==> src/rtl/ttw_pkg.sv <==
package ttw_pkg;

	// Screen geometry defaults
	localparam int SCREEN_COLS_DEF = 80;
	localparam int SCREEN_ROWS_DEF = 25;

	// Port field widths
	localparam int ROW_W  = 5;
	localparam int COL_W  = 7;
	localparam int CHAR_W = 8;
	localparam int CELL_W = 16;

	// Character and attribute codes
	localparam logic [CHAR_W-1:0] NEWLINE_CODE = 8'h0A;
	localparam logic [CHAR_W-1:0] BLANK_CODE   = 8'h20;
	localparam logic [CHAR_W-1:0] RESET_COLOR  = 8'h0F;

	// Request kinds
	localparam logic ACT_PUT  = 1'b0;
	localparam logic ACT_READ = 1'b1;

	// Controller phases
	typedef enum logic [1:0] {
		ST_IDLE,
		ST_ADDR,
		ST_ACCESS,
		ST_DONE
	} ttw_state_t;

	// Controller to datapath commands
	typedef struct packed {
		logic capture;
		logic addr;
		logic exec;
		logic load;
	} ttw_cmd_t;

	// Datapath to controller status
	typedef struct packed {
		logic out_free;
	} ttw_stat_t;

endpackage

==> src/rtl/ttw_ctrl.sv <==
module ttw_ctrl import ttw_pkg::*; (
	input  logic      clk,
	input  logic      arst_n,
	input  logic      in_valid,
	output logic      in_ready,
	input  ttw_stat_t stat,
	output ttw_cmd_t  cmd
);

	ttw_state_t state_q;
	ttw_state_t state_d;

	// State register
	always_ff @(posedge clk or negedge arst_n) begin
		if (!arst_n) begin
			state_q <= ST_IDLE;
		end else begin
			state_q <= state_d;
		end
	end

	// Next state
	always_comb begin
		state_d = state_q;
		unique case (state_q)
			ST_IDLE: begin
				if (in_valid) state_d = ST_ADDR;
			end
			ST_ADDR:   state_d = ST_ACCESS;
			ST_ACCESS: state_d = ST_DONE;
			ST_DONE: begin
				if (stat.out_free) state_d = ST_IDLE;
			end
			default:   state_d = ST_IDLE;
		endcase
	end

	// Outputs
	always_comb begin
		in_ready    = 1'b0;
		cmd         = '0;
		unique case (state_q)
			ST_IDLE: begin
				in_ready    = 1'b1;
				cmd.capture = in_valid;
			end
			ST_ADDR:   cmd.addr = 1'b1;
			ST_ACCESS: cmd.exec = 1'b1;
			ST_DONE:   cmd.load = stat.out_free;
			default: begin
				in_ready = 1'b0;
			end
		endcase
	end

endmodule

==> config.mk <==
export PLATFORM = sky130hd
export DESIGN_NAME = ttw_ctrl
export DESIGN_NICKNAME = d
export VERILOG_FILES = /design/src/rtl/ttw_pkg.sv /design/src/rtl/ttw_ctrl.sv
export SDC_FILE = /design/constraint.sdc
export NUM_CORES = 1
export LEC_CHECK = 0
export BUFFER_PORTS_ARGS = -buffer_cell sky130_fd_sc_hd__buf_4
export CAP_MARGIN = 0
export CORE_AREA = 2 2 39 41
export CTS_CLUSTER_DIAMETER = 100
export DETAILED_ROUTE_END_ITERATION = 8
export DIE_AREA = 0 0 41 43
export MAX_ROUTING_LAYER = met4
export PLACE_DENSITY = 0.34
export SYNTH_ARGS = -nofsm -noshare
export SYNTH_HDL_FRONTEND = slang
export SYNTH_SLANG_ARGS = --single-unit
==> constraint.sdc <==
create_clock -name clk -period 3.5 [get_ports clk]
set_input_delay 0.875 -clock clk [delete_from_list [all_inputs] [get_ports clk]]
set_output_delay 0.875 -clock clk [all_outputs]
set_load 0.01 [all_outputs]
==> flow_results.org, run 1 <==
** Clocking
- No sink is reached through more buffers than the 2 on the longest clock path.
- Number of sinks handled by clock tree synthesis :: 2
- CTS resizes :: 0
- At the later pin of the worst-skew pair, clock insertion delay measures 220 ps.
- CTS built an H-tree with a depth of 1.
- Buffer count from post-CTS setup fixing :: 0
- Cts-stage hold buffer count :: 0
- The tree is rooted in a sky130_fd_sc_hd__clkbuf_4.
- Clock tree synthesis inserted a total of 3 buffers.
- TritonCTS built the clock tree.
- Clock-pin slew was measured on the worst setup and hold paths at 30 ps.

** Logic synthesis
- Fraction of synthesized cell area taken by the top area cell type :: 0.288
- Ranking of synthesized cells by instance count :: sky130_fd_sc_hd__ha_1, sky130_fd_sc_hd__inv_1, sky130_fd_sc_hd__dfrtp_1
- Sorting the synthesized cells by area gives the leading types as sky130_fd_sc_hd__dfrtp_1, sky130_fd_sc_hd__ha_1, sky130_fd_sc_hd__mux2_4.
- After synthesis the netlist holds a flip-flop and latch count of 2.
- Of the total synthesized cell area, the portion taken by XOR and XNOR cells is 0.
- The area fraction in compound gates after synthesis came to 0.115.
- Yosys mapped the design onto 9 distinct sky130hd cell types.
- Most instantiated flip-flop cell in the synthesis netlist :: sky130_fd_sc_hd__dfrtp_1
- EDFF count, synth :: 0
- Seq/Total Area, Yosys :: 0.288
- Synth Instances :: 15
- Of the total synthesized cell area, the portion taken by AND, OR, NAND and NOR gates is 0.158.
- Cell taking the most area after synthesis :: sky130_fd_sc_hd__dfrtp_1
- Adder-cell share of the synthesized area :: 0.288
- Number of synthesis warnings :: 0
- The mapped netlist covers 174 um2.
- Share of flip-flops with an asynchronous set or reset after synthesis :: 1.00
- When the netlist entered floorplanning its net count stood at 23.
- After synthesis, the largest family of logic cells by area is adder cells.
- Top-count cell post-synth :: sky130_fd_sc_hd__ha_1
- Synthesized area per cell :: 11.6 um2
- The portion of synthesized area spent on multiplexers is 0.0863.

** Placed design
- Summing all placed instances gives a cell area of 254 um2.
- Detailed placement ended at an HPWL of 261 um.
- Routability congestion estimate from global placement :: 0.594
- Port buffering added 8 buffers.
- DP Cell Count :: 39

** Detailed routing
- In the final routing, the length of wire on met1 measures 146 um.
- In this run the remaining antenna-violating nets after routing total 0.
- Post-detailed-route DRC marker count :: 0
- Vias per cell :: 3.26
- Initial DRC Count :: 0
- Max Used Layer :: met3
- First drt pass iteration count :: 1
- Detailed routing placed a total of 63 um of wire on met3.
- After detailed routing, the average wire length per cell comes to 7.52 um.
- After detailed routing, the met2 layer carries 107 um of wire.
- For this block, the routed nets add up to 316 um of wire.
- Total via count after detailed routing :: 137

** Floorplanning
- The region available for standard cell placement spans 1380 um2.
- DIE AREA :: 1760 um2
- The die is 43 um tall.
- In this run the core area contains 14 standard-cell rows.
- Number of placed I/O pins :: 9
- The floorplan step set the die width to 41 um.
- Initial Util :: 0.126

** Final layout
- Max reg flops :: 2
- Final nets :: 36
- The repair_antennas step left the layout with diodes totalling 0.
- Ratio of cells with drive above 1 in the final layout :: 0.615
- Area Overhead vs Synth :: 59.0%
- The layout has 151 filler cells.
- Final non-filler cell area :: 277 um2
- Cell Count, Final, Fillers Out :: 42
- Post-Route Utilization :: 0.200
- Largest registers :: state_q x2
- Register name with the most flops :: state_q

** STA
- In the final timing run, aggregate negative setup slack is 0 ps.
- Final setup violation count :: 0
- Worst slew margin relative to its limit :: 0.903
- The count of pins over their slew limit is 0.
- Setup repair after global routing left no endpoint under its margin.
- Subtracting the final worst setup slack from the clock period gives 2180 ps.
- Between clock sinks in the finished design, the worst skew comes to 1.43 ps.
- Fin crit share :: 0.623
- For this run, the top clock speed supported by timing is 458 MHz.
- Hold Vio Cnt, Final :: 0
- Slew at the pin closest to its max-slew limit :: 145 ps

** Pwr
- Psw :: 0.0000847 W
- Internal Power :: 0.000161 W
- Of the total power, combinational logic draws 0.598.
- Summed over all cells, the static leakage comes to 0.149 nW.
- Net switching fraction of the power :: 0.344
- Max IR drop VDD :: 0.284 mV
- The completed layout was analyzed and its total power is 0.000246 W.
- Dividing total power by cell area gives a power density of 889 nW/um2.
- Power share of the clock group :: 0.203
- Register share of total power :: 0.200

** Run status
- Run status :: complete, no violations

** Setup path
- In this run the critical register-to-register path is captured at state_q[1]$_DFFE_PN0P_.
- STA classifies the critical path endpoint as an output port.
- The worst setup path is launched from a primary input.
- Crit Path Category :: primary input to output port
- Reg-to-reg startpoint :: state_q[0]$_DFFE_PN0P_
- At the worst endpoint, the arrival time is 1310 ps.
- Critical path peak fanout :: 2
- The worst register-to-register path has a setup slack of 2180 ps.
- Data on the critical path is required at its endpoint by 2620 ps.
- Path depth of the worst reg2reg path :: 4

** GRT
- Entering global routing, the biggest net connects 5 pins.
- The number of antenna violations at the first check in global routing is 0.
- First-pass GRT wire length :: 552 um
- GRT Util Overall :: 0.0556
- Total overflow reported by the global router :: 0
- The via count of the first global-routing pass is 160.

** Worst hold path
- The path class of the tightest hold or removal check is primary input to asynchronous set/reset pin.

** Run
- # Max-Cap Violations :: 0
[per-stage QoR]
stage	hold WS (ps)	setup slack [ps]
floorplan	526	1560
global placement	564	1320
detailed placement	567	1320
CTS	420	1310
global route	421	1300
finish	430	1320
[per-layer routing]
metal / GRT usage / up-vias
li1: - / 72
met2: 0.0531 / 9
met5: - / -
met1: 0.0613 / 56
met3: 0.0314 / 0
met4: 0.0800 / 0
[cell usage in the layout, fill, tap and decap left out]
cell and n:
sky130_fd_sc_hd__inv_1 3, sky130_fd_sc_hd__ha_1 4, sky130_fd_sc_hd__dfrtp_1 2, sky130_fd_sc_hd__clkbuf_4 3, sky130_fd_sc_hd__o32a_2 1, sky130_fd_sc_hd__mux2_4 1, sky130_fd_sc_hd__nor2b_4 1, sky130_fd_sc_hd__and2_2 1
sky130_fd_sc_hd__a21oi_2 1, sky130_fd_sc_hd__and2_1 1, sky130_fd_sc_hd__buf_4 8
[power groups by stage]
stage | logic, W | registers, W | clock network (W)
2_1_floorplan | 0.000101 | 0.0000469 | 0
3_3_place_gp | 0.000149 | 0.0000493 | 0
3_5_place_dp | 0.000149 | 0.0000500 | 0
4_1_cts | 0.000150 | 0.0000495 | 0.0000536
5_1_grt | 0.000167 | 0.0000513 | 0.0000551
6_report | 0.000147 | 0.0000491 | 0.0000498
[cell families (layout without fill, tap and decap cells)]
group | Yosys count | in the layout
fa+ha+maj | 4 | 4
simple gates | 3 | 3
buf+inv | 3 | 14
compound gates | 2 | 2
flops | 2 | 2
mux | 1 | 1
[worst max path at each step]
stage	to	slack [ps]	start
global route	cmd[0]	1300	stat
global placement	cmd[0]	1320	stat
detailed placement	cmd[0]	1320	stat
floorplan	cmd[0]	1560	stat
finish	cmd[0]	1320	stat
CTS	cmd[0]	1310	stat
[critical path: stages]
cell	delay, ps
sky130_fd_sc_hd__buf_4	120
sky130_fd_sc_hd__and2_2	180
sky130_fd_sc_hd__buf_4	130
[area by class of cell]
class	instances	area, um2	share of cell area
multi-input combinational	10	113	0.407
clock buffer	3	22.5	0.0814
inverter	3	11.3	0.0407
tap	16	20.0	0.0724
sequential	2	50.0	0.181
timing repair buffer	8	60.1	0.217
Note: power is estimated with default switching activity, not from simulation.
==> run 2: changes to the inputs <==
clock period = 2.05 ns   (was 3.5 ns; I/O delays follow)
==> run 2 against run 1 <==
Effect of this change: clock power rose by 73%; global-route usage fell by 0.31 points; first-iteration DRC count rose by 3; via count did not move; total power rose by 72%; clock skew fell by 0.93 ps; sequential power rose by 70%; clock-buffer cell count did not move; largest cell class unchanged; largest power group unchanged.
==> flow_results.org, run 2 (synthesized netlist as in run 1, its figures left out) <==
** GRT
- Number of global-route vias before repair :: 150
- Met1 layer usage reported by global route :: 0.0581
- Most heavily used metal layer in global routing :: met4
- Total overflow reported by the global router :: 0
- Antenna violations before repair :: 0
- Largest net degree at the start of global routing :: 5
- For met3 alone, demand over resource in global routing was 0.
- Met2 Use GR :: 0.0656
- The first global-routing pass estimated 545 um of wire.
- Across every metal layer, demand over resource in global routing totals 0.0525.

** Pwr
- For this design the static power due to leakage is 0.149 nW.
- Pwr Density :: 1530 nW/um2
- Across the VDD grid, the largest voltage drop is 0.509 mV.

** Clocking
- CTS resizes :: 0
- Post-CTS timing repair inserted 0 buffers for setup.
- Total clock buffers created by CTS :: 3
- Max Root-Sink Buffers :: 2
- Number of sinks handled by clock tree synthesis :: 2
- Cts-stage hold buffer count :: 0
- Worst-skew pair later-pin latency :: 220 ps
- The cell sitting at the root of the clock tree is a sky130_fd_sc_hd__clkbuf_4.
- Level count of the clock H-tree :: 1
- After clock tree synthesis, the clock-pin slew on the worst setup and hold paths is 30 ps.
- TritonCTS built the clock tree.

** Setup path
- Endpoint required time on the critical path :: 1540 ps
- The largest single stage delay on the critical path is 380 ps.
- For the worst flop-to-flop path, the logic depth is 4.
- The worst setup path is captured at an output port.
- Cell with the largest stage delay on the worst path :: sky130_fd_sc_hd__dfrtp_1
- In this run the critical register-to-register path is captured at state_q[1]$_DFFE_PN0P_.
- The worst register-to-register path begins at state_q[0]$_DFFE_PN0P_.
- Critical path peak fanout :: 4
- Crit Path Category :: flop to output port
- FF-to-FF setup slack :: 730 ps
- Crit-path cells :: inv_1 > ha_1 > and2_1 > buf_4
- STA classifies the critical path startpoint as a flop.
- At the worst endpoint, the arrival time is 1200 ps.

** Final layout
- The library cell used most frequently in the layout, excluding fill and tap cells, is sky130_fd_sc_hd__buf_4.
- Fill cells in the final layout number 147.
- Antenna Cells :: 0
- The area growth from synthesis to layout is 59.0%.
- Max reg flops :: 2
- The top cell types in the final layout, fill and taps aside, are sky130_fd_sc_hd__buf_4, sky130_fd_sc_hd__ha_1, sky130_fd_sc_hd__inv_1, sky130_fd_sc_hd__clkbuf_4, sky130_fd_sc_hd__dfrtp_1.
- FF/Latch Area :: 50.0 um2
- Final non-filler cell area :: 277 um2
- Final nets :: 36
- Ranked by flip-flop count, first place goes to state_q.
- Cell Count, Final, Fillers Out :: 42
- In the final layout, the share of cells above drive strength 1 is 0.615.
- Largest registers :: state_q x2
- Footprint of the multi-input gates :: 113 um2

** STA
- Minimum clock period after layout :: 1710 ps
- Headroom to the max-slew limit came out at 0.904.
- Clock skew :: 0.498 ps
- Number of slew-limit violations in the final report :: 0
- Accumulated negative setup slack :: 0 ps
- RSZ-0062 raised after global routing :: no
- The count of endpoints failing hold in the final timing report is 0.
- At the pin with the least slew margin, the transition time is 145 ps.
- Final worst-path setup slack :: 339 ps
- Dividing the final minimum period by the clock period gives 0.835.
- Derived from the worst setup path, the maximum achievable clock frequency is 584 MHz.
- Setup violations remaining at the end of the flow were counted as 0.

** Run
- # Max-Cap Violations :: 0

** Floorplanning
- Number of placed I/O pins :: 9
- Chip Width :: 41 um
- For this configuration, the core starts out at a cell density of 0.126.
- DIE AREA :: 1760 um2
- The floorplan has 14 rows.
- Die span in y :: 43 um
- The total area inside the core boundary comes to 1380 um2.

** Detailed routing
- After detailed routing, the average wire length per cell comes to 7.67 um.
- Dividing the detail-routed via count by the number of cells gives 3.26.
- The detailed router finished its first iteration with 3 violations.
- In the routed design, unresolved DRC markers number 0.
- Before antenna repair, the detailed router went through 2 iterations.
- Total via count after detailed routing :: 137
- DRT antenna net count :: 0
- Wirelength, routed :: 322 um

** Placed design
- Timing analysis after detailed placement gives a worst setup slack of 559 ps.
- The congestion estimate from routability-driven global placement came to 0.600.
- The placed instances occupy a cell area of 254 um2.
- I/O Buffers :: 8
- DP Cell Count :: 39

** Run status
- The flow ran to the end, and the final reports show no timing, DRC or antenna violations.

** Worst hold path
- The worst hold path belongs to the class primary input to asynchronous set/reset pin.
==> run 2: cell counts in the layout (fill, tap and decap cells not counted) <==
Identical to the previous run, type by type.
==> run 2: report_power, final <==
| part | total [W] | internal (W) | switching [W] |
|---|---|---|---|
| combinational | 0.000253 | 0.000149 | 0.000104 |
| clock | 0.0000864 | 0.0000645 | 0.0000218 |
| sequential | 0.0000836 | 0.0000625 | 0.0000210 |
==> run 2: through the flow <==
step	util	total power [W]	hold slack, ps
after floorplan	-	0.000252	217
after global placement	0.184	0.000338	294
final	0.200	0.000423	65.6
after global routing	0.200	0.000478	51.3
after CTS	0.200	0.000439	53.4
after detailed placement	0.184	0.000341	297
==> run 2: layer usage <==
| layer | share of wire | routed length (um) |
|---|---|---|
| met3 | 0.15 | 48 |
| met4 | 0 | 0 |
| met1 | 0.48 | 154 |
| met5 | 0 | 0 |
| met2 | 0.37 | 118 |
==> run 2: final cells by class <==
cell class,instances,area share
clock buffer,3,0.0814
tap,16,0.0724
timing repair buffer,8,0.217
sequential,2,0.181
multi-input combinational,10,0.407
inverter,3,0.0407
==> run 2: critical path: cells and delay by family, from the launching register on <==
kind | cells | cell delay [ps]
buffers and inverters | 2 | 210
adders and majority gates | 1 | 240
DFF | 1 | 380
and+or+nand+nor | 1 | 150
==> run 2: worst max path at each step <==
stage / start / to / slack, ps / cells past startpoint
CTS: state_q[0]$_DFFE_PN0P_ / cmd[3] / 320 / 4
floorplan: state_q[0]$_DFFE_PN0P_ / cmd[3] / 630 / 3
finish: state_q[0]$_DFFE_PN0P_ / cmd[3] / 340 / 4
global route: state_q[0]$_DFFE_PN0P_ / cmd[3] / 240 / 4
detailed placement: state_q[0]$_DFFE_PN0P_ / cmd[3] / 560 / 4
global placement: state_q[0]$_DFFE_PN0P_ / cmd[3] / 570 / 4
==> run 3: changes to the inputs <==
ABC_AREA = 1   (was unset)
PLACE_DENSITY = 0.36   (was 0.34)
clock period = 1.5 ns   (was 2.05 ns; I/O delays follow)
==> run 3 against run 2 <==
Effect of this change: non-clock buffer count up 2; global-route usage down 0.21 points; setup slack worse by 300 ps; register-to-register slack worse by 350 ps; clock-buffer cell count unchanged; critical path type unchanged; synthesized cell count up 73%; hold slack better by 410 ps; total power up 52%; via count up 28%; critical path depth unchanged; critical endpoint is now cmd[0].
==> flow_results.org, run 3 <==
** Final layout
- Ratio of cells with drive above 1 in the final layout :: 0.487
- Final nets :: 49
- Fill count :: 144
- The sequential cells in the finished layout cover a total of 50.0 um2.
- Register name with the most flops :: state_q
- Most common cell after layout, fill and taps aside :: sky130_fd_sc_hd__buf_4
- The register with the most flip-flops in the layout has 2 of them.
- The area growth from synthesis to layout is 73.0%.
- The number of antenna diodes in the final layout is 0.
- Footprint of the multi-input gates :: 120 um2
- Largest registers :: state_q x2
- Leaving out fill and tap cells, the most frequent cells in the layout are sky130_fd_sc_hd__buf_4, sky130_fd_sc_hd__nand2_1, sky130_fd_sc_hd__inv_1.
- Once layout is complete, the cells apart from fillers number 55.

** Detailed routing
- The count of nets left with antenna violations once routing finished came out at 0.
- Total via count after detailed routing :: 175
- In the final routed layout, each cell accounts on average for 6.35 um.
- In the routed design, unresolved DRC markers number 0.
- For this run, the detailed router's first-pass iteration total came to 1.
- Wirelength, routed :: 349 um
- Using the TritonRoute via totals, the vias-per-cell ratio works out to 3.18.
- Initial DRC Count :: 0

** Placed design
- Routability congestion estimate from global placement :: 0.627
- Once placement completed, the tool counted placed cells totaling 50.
- OpenSTA, run right after detailed placement, puts the worst setup slack at 177 ps.
- Detail Placement HPWL :: 278 um
- I/O Buffers :: 8

** Logic synthesis
- Yosys attributes the largest share of cell area to sky130_fd_sc_hd__dfrtp_1, sky130_fd_sc_hd__ha_1, sky130_fd_sc_hd__inv_1.
- Sorting the synthesized cells by how often they occur yields sky130_fd_sc_hd__inv_1, sky130_fd_sc_hd__nand2_1, sky130_fd_sc_hd__ha_1.
- Each instance of the synthesized netlist takes up on average 7.12 um2.
- EDFF count, synth :: 0
- Net count after synthesis :: 34
- The largest total area in the synthesized netlist belongs to sky130_fd_sc_hd__dfrtp_1.
- Synth Cell Area :: 185 um2
- Share of flip-flops with an asynchronous set or reset after synthesis :: 1.00
- By instance count, the leading cell after synthesis is sky130_fd_sc_hd__inv_1.
- Number of distinct library cell variants in the gate-level netlist after synthesis :: 6
- Yosys reg bits :: 2
- Of the post-synthesis cell area, the dominant cell type holds 0.270.
- In the synthesized netlist the dominant register cell turns out to be sky130_fd_sc_hd__dfrtp_1.
- For this run, the register share of the synthesized area comes to 0.270.
- For this run, the number of Yosys warnings is 0.
- Counting every instance in the synthesized netlist gives 26.

** STA
- Headroom to the max-slew limit came out at 0.899.
- The count of pins over their slew limit was 0.
- For the finished layout, the period the worst path requires is 1460 ps.
- The count of endpoints failing hold in the final timing report was 0.
- For the final routed database, the setup TNS stands at 0 ps.
- At the pin with the least slew margin, the transition time is 152 ps.
- Final setup violation count :: 0
- Setup slack closes at 39.1 ps.
- Timing would allow up to 684 MHz.
- Across the routed clock network, the largest skew measured is 1.31 ps.
- Setup repair after global routing left no endpoint under its margin.
- Of the available clock period, the critical path in the final layout requires 0.974.

** Floorplanning
- Die span in y :: 43 um
- In this run the count of I/O pins placed on the die edge is 9.
- Floorplan Core Area :: 1380 um2
- Site Rows :: 14
- The initial utilization of the core area, before any placement, comes to 0.134.
- Chip Width :: 41 um
- The die covers 1760 um2.

** Setup path
- The worst setup path is launched from a flop.
- Reg-to-reg startpoint :: state_q[0]$_DFFE_PN0P_
- Arrival @ worst endpoint :: 1090 ps
- Critical path endpoint category :: output port
- Source of the critical timing path :: state_q[0]$_DFFE_PN0P_
- Of all nets on the critical path, the largest fanout is 4.
- Endpoint required time on the critical path :: 1120 ps
- The critical path is of the flop to output port type.
- R2R Path End :: state_q[0]$_DFFE_PN0P_
- FF-to-FF setup slack :: 380 ps
- The worst register-to-register path has a depth of 7.
- The most critical setup path has its endpoint at cmd[0].

** Clocking
- TritonCTS built the clock tree.
- Root buffer selected by CTS :: sky130_fd_sc_hd__clkbuf_4
- Total clock buffers created by CTS :: 3
- Clock latency on the worst-skew pair, taken at its later pin, is 220 ps.
- The tree built by TritonCTS fans out to 2 sinks.
- Max Root-Sink Buffers :: 2
- In this run the number of H-tree levels came out at 1.
- Clock edge transition at the registers on the reported setup and hold paths :: 30 ps

** GRT
- Largest net degree at the start of global routing :: 5
- GRT Util Overall :: 0.0504
- First-pass GRT wire length :: 552 um
- Total overflow reported by the global router :: 0
- The via count of the first global-routing pass is 149.
- Antenna violations before repair :: 0

** Run status
- Run status :: complete, no violations

** Worst hold path
- The tightest min-delay check is of the primary input to asynchronous set/reset pin type.

** Pwr
- Pwr Density :: 2010 nW/um2
- Static Leakage :: 0.194 nW
- Max IR drop VDD :: 0.612 mV

** Run
- # Max-Cap Violations :: 0
-- run 3: layout make-up --
| type | instances | area share |
|---|---|---|
| multi-input cells | 16 | 0.375 |
| repair buffers | 10 | 0.242 |
| clock buffers | 3 | 0.0703 |
| inverters | 8 | 0.0938 |
| flip-flops and latches | 2 | 0.156 |
| well taps | 16 | 0.0625 |
-- run 3: metrics by stage --
step	utilization	instance area (um2)	total power (W)	hold slack (ps)
final	0.231	320	0.000645	476
after detailed placement	0.192	265	0.000462	159
after CTS	0.224	310	0.000631	467
after floorplan	-	185	0.000334	79.4
after global routing	0.231	320	0.000714	474
after global placement	0.192	265	0.000467	159
-- run 3: repair_timing --
action / in CTS / in global routing
endpoints found under the setup margin: 1 / 1
buffers inserted: 0 / 1
pin swaps: 1 / 1
resized for setup: 3 / 2
hold buffers: 1 / 0
hold endpoints to repair: 2 / 0
-- run 3: power by group --
part	switching [W]	internal (W)	total, W
Sequential	0.0000331	0.0000851	0.000118
Clock	0.0000276	0.0000880	0.000116
Combinational	0.000202	0.000209	0.000411
-- run 3: critical path, stage by stage, from the launching register on --
cell and delay (ps):
sky130_fd_sc_hd__dfrtp_1 410, sky130_fd_sc_hd__ha_1 240, sky130_fd_sc_hd__nand2_1 60, sky130_fd_sc_hd__inv_1 30
sky130_fd_sc_hd__buf_4 130
-- run 3: worst min-delay path by stage --
stage	to	slack [ps]	from
4_1_cts	state_q[0]$_DFFE_PN0P_	470	arst_n
5_1_grt	state_q[1]$_DFFE_PN0P_	470	arst_n
2_1_floorplan	state_q[0]$_DFFE_PN0P_	80	arst_n
6_report	state_q[1]$_DFFE_PN0P_	480	arst_n
3_3_place_gp	state_q[0]$_DFFE_PN0P_	160	arst_n
3_5_place_dp	state_q[0]$_DFFE_PN0P_	160	arst_n
-- run 3: cell families (layout without fill, tap and decap cells) --
logic type | Yosys count | count (layout) | share of synthesized area
adder cells (fa/ha/maj) | 4 | 4 | 0.270
buffers and inverters | 8 | 21 | 0.162
flip-flops | 2 | 2 | 0.270
AND/OR/NAND/NOR | 12 | 12 | 0.297
-- run 3: layer usage --
| metal | GRT usage | share of wire | up-vias |
|---|---|---|---|
| li1 | - | - | 101 |
| met2 | 0.0500 | 0.36 | 7 |
| met3 | 0.0157 | 0.10 | 0 |
| met1 | 0.0675 | 0.54 | 67 |
| met4 | 0.0600 | 0 | 0 |
| met5 | - | 0 | - |
